### config.mk
export PLATFORM = sky130hd
export DESIGN_NAME = masc_cell
export DESIGN_NICKNAME = d
export VERILOG_FILES = /design/src/sv/masc_pkg.sv /design/src/sv/masc_cell.sv
export SDC_FILE = /design/constraint.sdc
export NUM_CORES = 1
export LEC_CHECK = 0
export BUFFER_PORTS_ARGS = -buffer_cell sky130_fd_sc_hd__buf_4
export CAP_MARGIN = 20
export CORE_MARGIN = 3
export CORE_UTILIZATION = 48
export CTS_BUF_LIST = sky130_fd_sc_hd__clkbuf_4 sky130_fd_sc_hd__clkbuf_8
export DETAILED_ROUTE_END_ITERATION = 16
export GPL_ROUTABILITY_DRIVEN = 0
export GPL_TIMING_DRIVEN = 0
export PLACE_DENSITY = 0.84
export SLEW_MARGIN = 20
export SYNTH_ARGS = -nofsm -noshare
export SYNTH_HDL_FRONTEND = slang
export SYNTH_SLANG_ARGS = --single-unit
### constraint.sdc
create_clock -name clk -period 4.22 [get_ports clk]
set_input_delay 0.844 -clock clk [delete_from_list [all_inputs] [get_ports clk]]
set_output_delay 0.844 -clock clk [all_outputs]
set_load 0.05 [all_outputs]
### src/sv/masc_pkg.sv
// Shared constants and types for the masked adjacent-swap sort checker.
package masc_pkg;

    localparam int MAX_LEN_DEF     = 64;
    localparam int VALUE_WIDTH_DEF = 32;
    localparam int MASK_BITS       = 63;

    typedef enum logic [1:0] {
        ST_LOAD,
        ST_SORT,
        ST_CHECK
    } state_t;

    typedef struct packed {
        logic load;
        logic sort;
        logic check;
        logic phase;
    } seq_ctrl_t;

endpackage

### src/sv/masc_cell.sv
// One element cell of the odd-even compare-and-swap chain.
module masc_cell #(
    parameter int VALUE_WIDTH = masc_pkg::VALUE_WIDTH_DEF
) (
    input  logic                          clk,
    input  logic                          load_en,
    input  logic signed [VALUE_WIDTH-1:0] load_value,
    input  logic signed [VALUE_WIDTH-1:0] left_value,
    input  logic signed [VALUE_WIDTH-1:0] right_value,
    input  logic                          swap_left,
    input  logic                          swap_right_en,
    output logic signed [VALUE_WIDTH-1:0] value,
    output logic                          swap_right,
    output logic                          desc
);
    import masc_pkg::*;

    logic signed [VALUE_WIDTH-1:0] value_reg;
    logic signed [VALUE_WIDTH-1:0] value_next;
    logic                          gt;

    assign gt         = value_reg > right_value;
    assign swap_right = swap_right_en & gt;
    assign desc       = gt;
    assign value      = value_reg;

    always_comb
    begin
        value_next = value_reg;
        if (load_en)
        begin
            value_next = load_value;
        end
        else if (swap_right)
        begin
            value_next = right_value;
        end
        else if (swap_left)
        begin
            value_next = left_value;
        end
    end

    always_ff @(posedge clk)
    begin
        value_reg <= value_next;
    end

endmodule

==> flow_metrics.py <==
metrics = {
    "run_status": {
        "status": "complete, no violations",
    },
    "global_route": {
        "met2_usage_pct": 46.9,
        "grt_pass1_vias": 2835,
        "antenna_found_initial": 0,
        "grt-ovfl-total": 0,
        "grt_pass1_wl_mm": 13.1,
        "gr-usage-met3_pct": 6.66,
        "met1_usage_pct": 31.0,
        "grt_max_degree": 33,
        "grt_most_used_layer": "met2",
        "track_usage_pct": 26.2,
    },
    "setup_path": {
        "crit_type": "input port to primary output",
        "crit_slowest_cell": "nor4_4",
        "r2r_start": "value[14]",
        "critPathCaptureType": "primary output",
        "critical_path.startpoint": "right_value[14]",
        "crit_required_ns": 3.38,
        "cp_slowest_stage_delay_ns": 0.42,
        "cpMostUsedCell": "buf_4",
        "critPathMaxFanout": 10,
        "cp_cell_sequence": "buf_4, inv_1, ha_1, a21oi_1, nand2_1, a221o_1, o31a_1, nor4_4, buf_2, nor2_1, buf_4",
        "reg2reg_slack_ns": 0.84,
        "crit_arrival_ns": 3.19,
        "rr_endpoint": "value[24]",
        "r2r_cells": 8,
        "start_kind": "input port",
    },
    "yosys": {
        "yosysTopAreaCell": "edfxtp_1",
        "synthCells": 299,
        "synth.avg_cell_area_um2": 8.80,
        "syn_nets": 431,
        "synthTopCellsByArea": "edfxtp_1, ha_1, nor2b_1",
        "ys.warnings.count": 0,
        "ys_seq_area_share_pct": 36.5,
        "synth_top_area_share_pct": 36.5,
        "synth_seq_cells": 32,
        "syn-cell-area_um2": 2630,
        "yosys.cell_types.count": 31,
    },
    "finish": {
        "fill_cells": 434,
        "insertedDiodeCount": 0,
        "fin_nets": 570,
        "seqCellArea_um2": 961,
        "largest_reg_flops": 32,
        "post-route-util_pct": 73.0,
        "area_growth_pct": 44.5,
        "drive_gt1_share_pct": 33.3,
        "final_cells": 508,
        "multiInputGateArea_um2": 1460,
    },
    "drt": {
        "num_vias": 2796,
        "drtPass1Iterations": 4,
        "vias_per_cell": 5.50,
        "ant_nets": 0,
        "wire_per_inst_um": 16.1,
        "drc": 0,
        "initialDrtViolationCount": 172,
        "wl_mm": 8.19,
    },
    "power": {
        "p_leak_nw": 1.77,
        "power_density_nw_per_um2": 346,
        "max-vdd-ir-drop_mv": 0.194,
    },
    "sta": {
        "maxSlewHeadroom_pct": 49.8,
        "setup_viol_count_final": 0,
        "min_period_ns": 4.03,
        "period_share_pct": 95.6,
        "final_hold_viol_count": 0,
        "tightest_slew_ns": 0.753,
        "rsz0062_at_grt": "no",
        "finalClockSkew_ns": 0.00450,
        "fmax_mhz": 248,
        "worst_slack_ns": 0.187,
        "slew_violations": 0,
    },
    "clocking": {
        "tritoncts": "done",
        "clockRootBuffer": "clkbuf_8",
        "cts.sinks": 32,
        "clk_latency_ns": 0.28,
        "clk_pin_slew_ns": 0.06,
        "cts_inserted_buffers": 5,
        "clock_path_buffers": 2,
        "cts_hold_buf": 0,
        "htree_levels": 2,
    },
    "floorplan": {
        "fp.dieH_um": 80.0,
        "core_um2": 5200,
        "row_count": 26,
        "io_pins": 134,
        "start_util_pct": 50.6,
        "die_area_um2": 6410,
        "die_x_um": 80.0,
    },
    "worst_hold_path": {
        "holdPathStages": 3,
        "hp-class": "input port to flip-flop",
        "min_to": "value[11]",
        "min_from": "load_value[11]",
    },
    "job": {
        "cap_violations": 0,
    },
    "placed_design": {
        "dpl.cell_count": 501,
        "io_buffers": 132,
        "dp_hpwl_mm": 6.46,
        "dp_worst_setup_slack_ns": -0.0516,
    },
}
## cell usage in the layout (no fill, tap or decap), types with 3 or more instances in the layout
cell	synthesis	final
clkbuf_8	0	5
nand4_1	6	6
nand2_1	6	6
buf_6	3	3
a21oi_1	41	41
clkbuf_1	13	13
a21o_1	4	4
nor2_1	6	6
inv_1	33	33
ha_1	32	32
edfxtp_1	32	32
a31oi_1	32	32
nor2b_1	34	34
o21ai_0	35	34
buf_4	0	132
## metal layers
metal,wire [µm],vias to the layer above,part of all wire (%)
met5,0,-,0
met4,73,0,0.89
met3,641,7,7.8
met2,4220,109,52
met1,3250,1300,40
li1,-,1380,-
## critical path: cells and delay by family
family,cells,cell delay [ns]
AOI/OAI and AO/OA,3,0.85
buffers and inverters,4,0.60
and+or+nand+nor,3,0.58
adders and majority gates,1,0.30
## what timing repair did
item / CTS / global route
endpoints found under the setup margin: 1 / 1
setup buffers: 0 / 0
resized for setup: 1 / 1
pin swaps: 0 / 1
## logic make-up (layout without fill, tap and decap cells)
logic type	after synthesis	in the layout	share of synthesized area (%)
AOI/OAI and AO/OA	121	121	26.2
adders and majority gates	32	32	15.2
buffers and inverters	53	192	8.51
DFF	32	32	36.5
and+or+nand+nor	61	61	13.6
## cell usage after synthesis (all sizes together)
master / number
a21oi: 41
edfxtp: 32
nand3: 2
o21ai: 35
and4: 1
o2111a: 1
a211oi: 1
a31oi: 32
clkbuf: 13
a21boi: 1
o211ai: 2
nor4: 2
nor2b: 34
nor2: 6
inv: 33
nor3: 1
nand2b: 1
ha: 32
a2111oi: 1
o31a: 1
buf: 7
nand2: 6
or3: 1
a221o: 1
nand4: 6
a21o: 4
o2111ai: 1
or4: 1
## report_power, final
group          switching [mW]  total [mW]  leakage, nW  internal [mW]
combinational           0.407       0.642         1.40          0.236
clock                   0.111       0.229       0.0445          0.118
sequential             0.0299       0.442        0.325          0.412
total                   0.547        1.31         1.77          0.766
## worst max-delay path by stage
| stage | end | slack [ns] | depth (start not counted) |
|---|---|---|---|
| after global routing | desc | 0.01 | 11 |
| final | desc | 0.19 | 11 |
| after floorplan | value[0] | 0.20 | 9 |
| after detailed placement | desc | -0.05 | 10 |
| after CTS | desc | 0.08 | 10 |
| after global placement | value[16] | -0.07 | 10 |
## through the flow
stage | cell area (µm²) | power [mW] | hold WS, ns | setup TNS [ns]
after global placement | 3710 | 1.07 | 1.11 | -2.11
after detailed placement | 3710 | 1.09 | 1.12 | -0.0516
final | 3800 | 1.31 | 0.880 | 0
after global routing | 3800 | 1.39 | 0.875 | 0
after floorplan | 2630 | 0.852 | 1.07 | 0
after CTS | 3800 | 1.32 | 0.872 | 0
## final cells by class
type	instances	area share, %
Buffer	20	2.63
Sequential cell	32	25.3
Clock inverter	1	0.132
Tap cell	70	2.30
Clock buffer	6	2.01
Inverter	33	3.26
Multi-Input combinational cell	214	38.3
Timing Repair Buffer	132	26.1
Power figures use the tool's default switching activity.
