$ cat src/sv/masc_pkg.sv
// Shared constants and types for the masked adjacent-swap sort checker.
package masc_pkg;

    localparam int MAX_LEN_DEF     = 64;
    localparam int VALUE_WIDTH_DEF = 32;
    localparam int MASK_BITS       = 63;

    typedef enum logic [1:0] {
        ST_LOAD,
        ST_SORT,
        ST_CHECK
    } state_t;

    typedef struct packed {
        logic load;
        logic sort;
        logic check;
        logic phase;
    } seq_ctrl_t;

endpackage

$ cat src/sv/masc_ctrl.sv
// Sequencer: element count, overflow flag and sort round counter.
module masc_ctrl #(
    parameter int MAX_LEN = masc_pkg::MAX_LEN_DEF,
    parameter int CW      = $clog2(MAX_LEN + 1)
) (
    input  logic                clk,
    input  logic                rst_n,
    input  logic                start,
    input  logic                last,
    output logic                busy,
    output logic [CW-1:0]       count,
    output logic                ovf,
    output masc_pkg::seq_ctrl_t ctrl
);
    import masc_pkg::*;

    state_t        state_reg;
    state_t        state_next;
    logic [CW-1:0] count_reg;
    logic [CW-1:0] count_next;
    logic [CW-1:0] round_reg;
    logic [CW-1:0] round_next;
    logic          ovf_reg;
    logic          ovf_next;
    logic          accept;
    logic          room;
    logic          rounds_done;

    assign accept      = start & (state_reg == ST_LOAD);
    assign room        = count_reg < CW'(MAX_LEN);
    assign rounds_done = round_reg == count_reg;

    always_comb
    begin
        state_next = state_reg;
        unique case (state_reg)
            ST_LOAD:
            begin
                if (accept && last)
                begin
                    state_next = ST_SORT;
                end
            end
            ST_SORT:
            begin
                if (rounds_done)
                begin
                    state_next = ST_CHECK;
                end
            end
            ST_CHECK:
            begin
                state_next = ST_LOAD;
            end
            default:
            begin
                state_next = ST_LOAD;
            end
        endcase
    end

    always_comb
    begin
        ctrl       = '0;
        busy       = 1'b1;
        count_next = count_reg;
        round_next = round_reg;
        ovf_next   = ovf_reg;
        unique case (state_reg)
            ST_LOAD:
            begin
                busy       = 1'b0;
                round_next = '0;
                if (accept)
                begin
                    if (room)
                    begin
                        ctrl.load  = 1'b1;
                        count_next = count_reg + CW'(1);
                    end
                    else
                    begin
                        ovf_next = 1'b1;
                    end
                end
            end
            ST_SORT:
            begin
                ctrl.phase = round_reg[0];
                if (!rounds_done)
                begin
                    ctrl.sort  = 1'b1;
                    round_next = round_reg + CW'(1);
                end
            end
            ST_CHECK:
            begin
                ctrl.check = 1'b1;
                count_next = '0;
                ovf_next   = 1'b0;
            end
            default:
            begin
                busy = 1'b1;
            end
        endcase
    end

    always_ff @(posedge clk or negedge rst_n)
    begin
        if (!rst_n)
        begin
            state_reg <= ST_LOAD;
            count_reg <= '0;
            round_reg <= '0;
            ovf_reg   <= 1'b0;
        end
        else
        begin
            state_reg <= state_next;
            count_reg <= count_next;
            round_reg <= round_next;
            ovf_reg   <= ovf_next;
        end
    end

    assign count = count_reg;
    assign ovf   = ovf_reg;

endmodule

$ cat config.mk
export PLATFORM = sky130hd
export DESIGN_NAME = masc_ctrl
export DESIGN_NICKNAME = d
export VERILOG_FILES = /design/src/sv/masc_pkg.sv /design/src/sv/masc_ctrl.sv
export SDC_FILE = /design/constraint.sdc
export NUM_CORES = 1
export LEC_CHECK = 0
export ABC_AREA = 1
export BUFFER_PORTS_ARGS = -buffer_cell sky130_fd_sc_hd__buf_2
export CAP_MARGIN = 20
export CORE_ASPECT_RATIO = 1.1
export CORE_UTILIZATION = 47
export DETAILED_ROUTE_END_ITERATION = 10
export PLACE_DENSITY = 0.68
export SLEW_MARGIN = 20
export SYNTH_ARGS = -nofsm -noshare
export SYNTH_HDL_FRONTEND = slang
export SYNTH_SLANG_ARGS = --single-unit
export TNS_END_PERCENT = 30
$ cat constraint.sdc
create_clock -name clk -period 1.55 [get_ports clk]
set_input_delay 0.155 -clock clk [delete_from_list [all_inputs] [get_ports clk]]
set_output_delay 0.155 -clock clk [all_outputs]
set_load 0.1 [all_outputs]
==> summary.txt <==
Timing
  • Slew Limit Fails: 0
  • Fmax: 602 MHz
  • Layout Skew: 0.00194 ns
  • Setup TNS: -0.112 ns
  • Relative slew slack: 67.7%
  • Final cycle utilization of the critical path: 107%
  • Final setup vio count: 1
  • Post-layout min period: 1.66 ns
  • Hold Vio Cnt, Final: 0
  • Unrepaired setup endpoints after global routing: true
  • Worst-margin pin slew: 0.488 ns
  • Setup slack after layout: -0.112 ns

Die
  • Die Ht: 51.7 um
  • Die Span X: 47.2 um
  • Die Area: 2440 um2
  • FP Rows: 17
  • Ports: 17
  • Core Area: 2060 um2
  • Initial core utilization: 51.1%

Run status
  • Status: finished, violations left
  • Failing checks: negative setup slack

Worst setup path
  • CP Capture Type: output port
  • Most used cell, CP: nand2_1
  • CP cell instances: inv_2 -> nand2_1 -> nand2_1 -> nand3_2 -> o21bai_4 -> inv_6 -> buf_12
  • Crit Path Class: reg2out
  • Critical-path maximum fanout: 3
  • CP max-delay cell: dfrtp_4
  • Startpoint types: register
  • Critical path required time: 1.39 ns
  • Slowest cell delay on critical path: 0.50 ns
  • Worst path arrival time: 1.51 ns

Logic synthesis
  • Yosys warns: 0
  • Most instantiated library cell after synthesis: nand2_1
  • Ranking of synthesized cells by area: dfrtp_1, nand2_1, nand3_1
  • Yosys reg bits: 17
  • Commonest cells in the netlist: nand2_1, nand3_1, dfrtp_1
  • Synth Flop Type: dfrtp_1
  • Seq/Total Area, Yosys: 40.3%
  • Unique masters post-synth: 22
  • EDFF count, synth: 0
  • Syn Nets: 148
  • Mean Syn Cell Area: 7.43 um2
  • Top-area cell type share of the netlist area: 40.3%
  • Netlist Area Pre-Place: 1050 um2
  • Async S/R FF share, synth: 100%
  • Cell taking the most area after synthesis: dfrtp_1
  • Cells after Synth: 142

Flow run
  • Total of max-cap violations: 0

Pwr
  • Reg power frac: 64.2%
  • Lkg Pwr: 0.716 nW
  • Sw power: 147 uW
  • Sw Ratio: 21.2%
  • Max VDD drop: 496 uV
  • Cell internal pwr: 543 uW
  • Share of power burned in the clock network: 33.6%
  • Comb pwr share: 2.2%
  • Pwr dens: 462 nW/um2

CTS
  • Clk Latency, worst-skew pair: 0.29 ns
  • Root Buffer Master: clkbuf_4
  • CTS Buf Count: 3
  • H-tree depth: 1
  • Reg clk slew, reported paths: 0.10 ns
  • CTS tree: done
  • Deepest clock path buffer count: 2
  • Sink Count: 17

Place
  • Detailed placement HPWL: 1920 um
  • Place WS: 0.0636 ns
  • GPL Wtd Cong: 0.890
  • IO buf count: 16
  • Placement Cell Area: 1320 um2

Final layout
  • Register area: 457 um2
  • Area of the multi-input gates: 594 um2
  • Fillcell total: 168
  • Share of cells above drive strength 1: 47.8%
  • Area delta synth->final: 41.5%
  • Fin nets: 187
  • Diode count: 0
  • Cell area after layout: 1490 um2

Detailed routing
  • DRT iter0 DRCs: 23
  • DR vias: 1099
  • DRC: 0
  • DRT Wirelength: 2720 um
  • Final ANT Viol Nets: 0
  • Vias per cell: 5.28
  • Avg WL per Cell: 13.1 um
  • Drt pass-1 iters: 4

Global route
  • Gr ovfl total: 0
  • Largest net degree at the start of global routing: 18
  • Tot GR Track Use: 25.8%
  • Initial antenna violation count: 0
  • First-pass GRT wire length: 4400 um
  • Vias in the first global route: 1018

Worst hold path
  • Hold Crit Class: in2reg
layout by cell type, fill, tap and decap left out, types with 2 or more instances in the layout:
cell type / Yosys / routed
nand3_2: 0 / 2
clkbuf_4: 0 / 3
nand2_2: 2 / 9
buf_4: 0 / 17
nand2_1: 40 / 33
ha_1: 2 / 2
dfrtp_2: 0 / 4
nor3_1: 3 / 3
inv_1: 15 / 9
buf_2: 0 / 12
nand3_1: 21 / 19
o21ai_0: 5 / 5
dfrtp_4: 0 / 7
clkinv_2: 0 / 2
nor2_4: 2 / 6
buf_12: 0 / 4
dfrtp_1: 17 / 6
xor2_1: 4 / 4
nor2_1: 6 / 3
inv_2: 8 / 11
o21ai_1: 2 / 2
nand4_1: 6 / 6
inv_4: 0 / 2
cells by family (layout without fill, tap and decap cells):
logic type | count (synthesis) | count (layout) | synth area share (%)
AND/OR/NAND/NOR | 85 | 85 | 39.0
buffers and inverters | 24 | 62 | 8.54
flip-flops | 17 | 17 | 40.3
AO/OA/AOI/OAI | 10 | 10 | 6.41
XOR/XNOR | 4 | 4 | 3.32
adder cells (fa/ha/maj) | 2 | 2 | 2.37
power groups by stage:
stage | Combinational [mW] | Sequential [mW] | Clock (mW)
finish | 0.0149 | 0.443 | 0.232
CTS | 0.0156 | 0.443 | 0.247
floorplan | 0.0000142 | 0.452 | 0
detailed placement | 0.0136 | 0.452 | 0
global placement | 0.0133 | 0.452 | 0
global route | 0.0174 | 0.443 | 0.266
metal layers:
layer	GRT usage (%)	vias up	wire length, um
met4	12.9	0	39
li1	-	537	-
met3	2.43	4	110
met1	33.7	524	1160
met2	41.4	34	1420
met5	0	-	0
critical path: cells and delay by family (launching register included):
family,cells,cell delay (ns)
AO/OA/AOI/OAI,1,0.20
buffers and inverters,3,0.27
flip-flops,1,0.50
AND/OR/NAND/NOR,3,0.25
path summary, 6_finish.rpt:
kind	from	endpoint	slack, ns	depth (start not counted)
setup / recovery	count[0]	ctrl[2]	-0.11	7
hold / removal	last	state_reg[0]	0.1	3
setup reg to reg	count[0]	round_reg[6]	0.10	8
hold reg to reg	ovf	ovf	0.51	2
max in group asynchronous	rst_n	count[6]	0.92	2
min in group asynchronous	rst_n	count[5]	0.32	2
layout make-up:
cell class	count	share of cell area (%)
clock buffers	3	1.51
clock inverters	1	0.335
inverters	24	6.79
multi-input cells	101	39.8
flip-flops and latches	17	30.6
well taps	28	2.35
repair buffers	34	18.6
metrics by stage:
step                      utilization, %  hold slack, ns  instances  total power [mW]
after floorplan                        -          -0.141        142             0.452
after global placement              64.1          0.0991        192             0.466
after detailed placement            64.1           0.101        192             0.466
after CTS                           68.8           0.103        203             0.705
after global routing                72.3          0.0970        208             0.727
final                               72.3          0.0997        208             0.690
what timing repair did:
item	4_1_cts	5_1_grt
setup buffers	6	7
endpoints found under the setup margin	3	9
hold endpoints to repair	17	0
pin swaps	4	8
resized for setup	6	18
hold buffers	1	0
cloned	0	0
No activity file was read; power rests on OpenSTA's default activity.
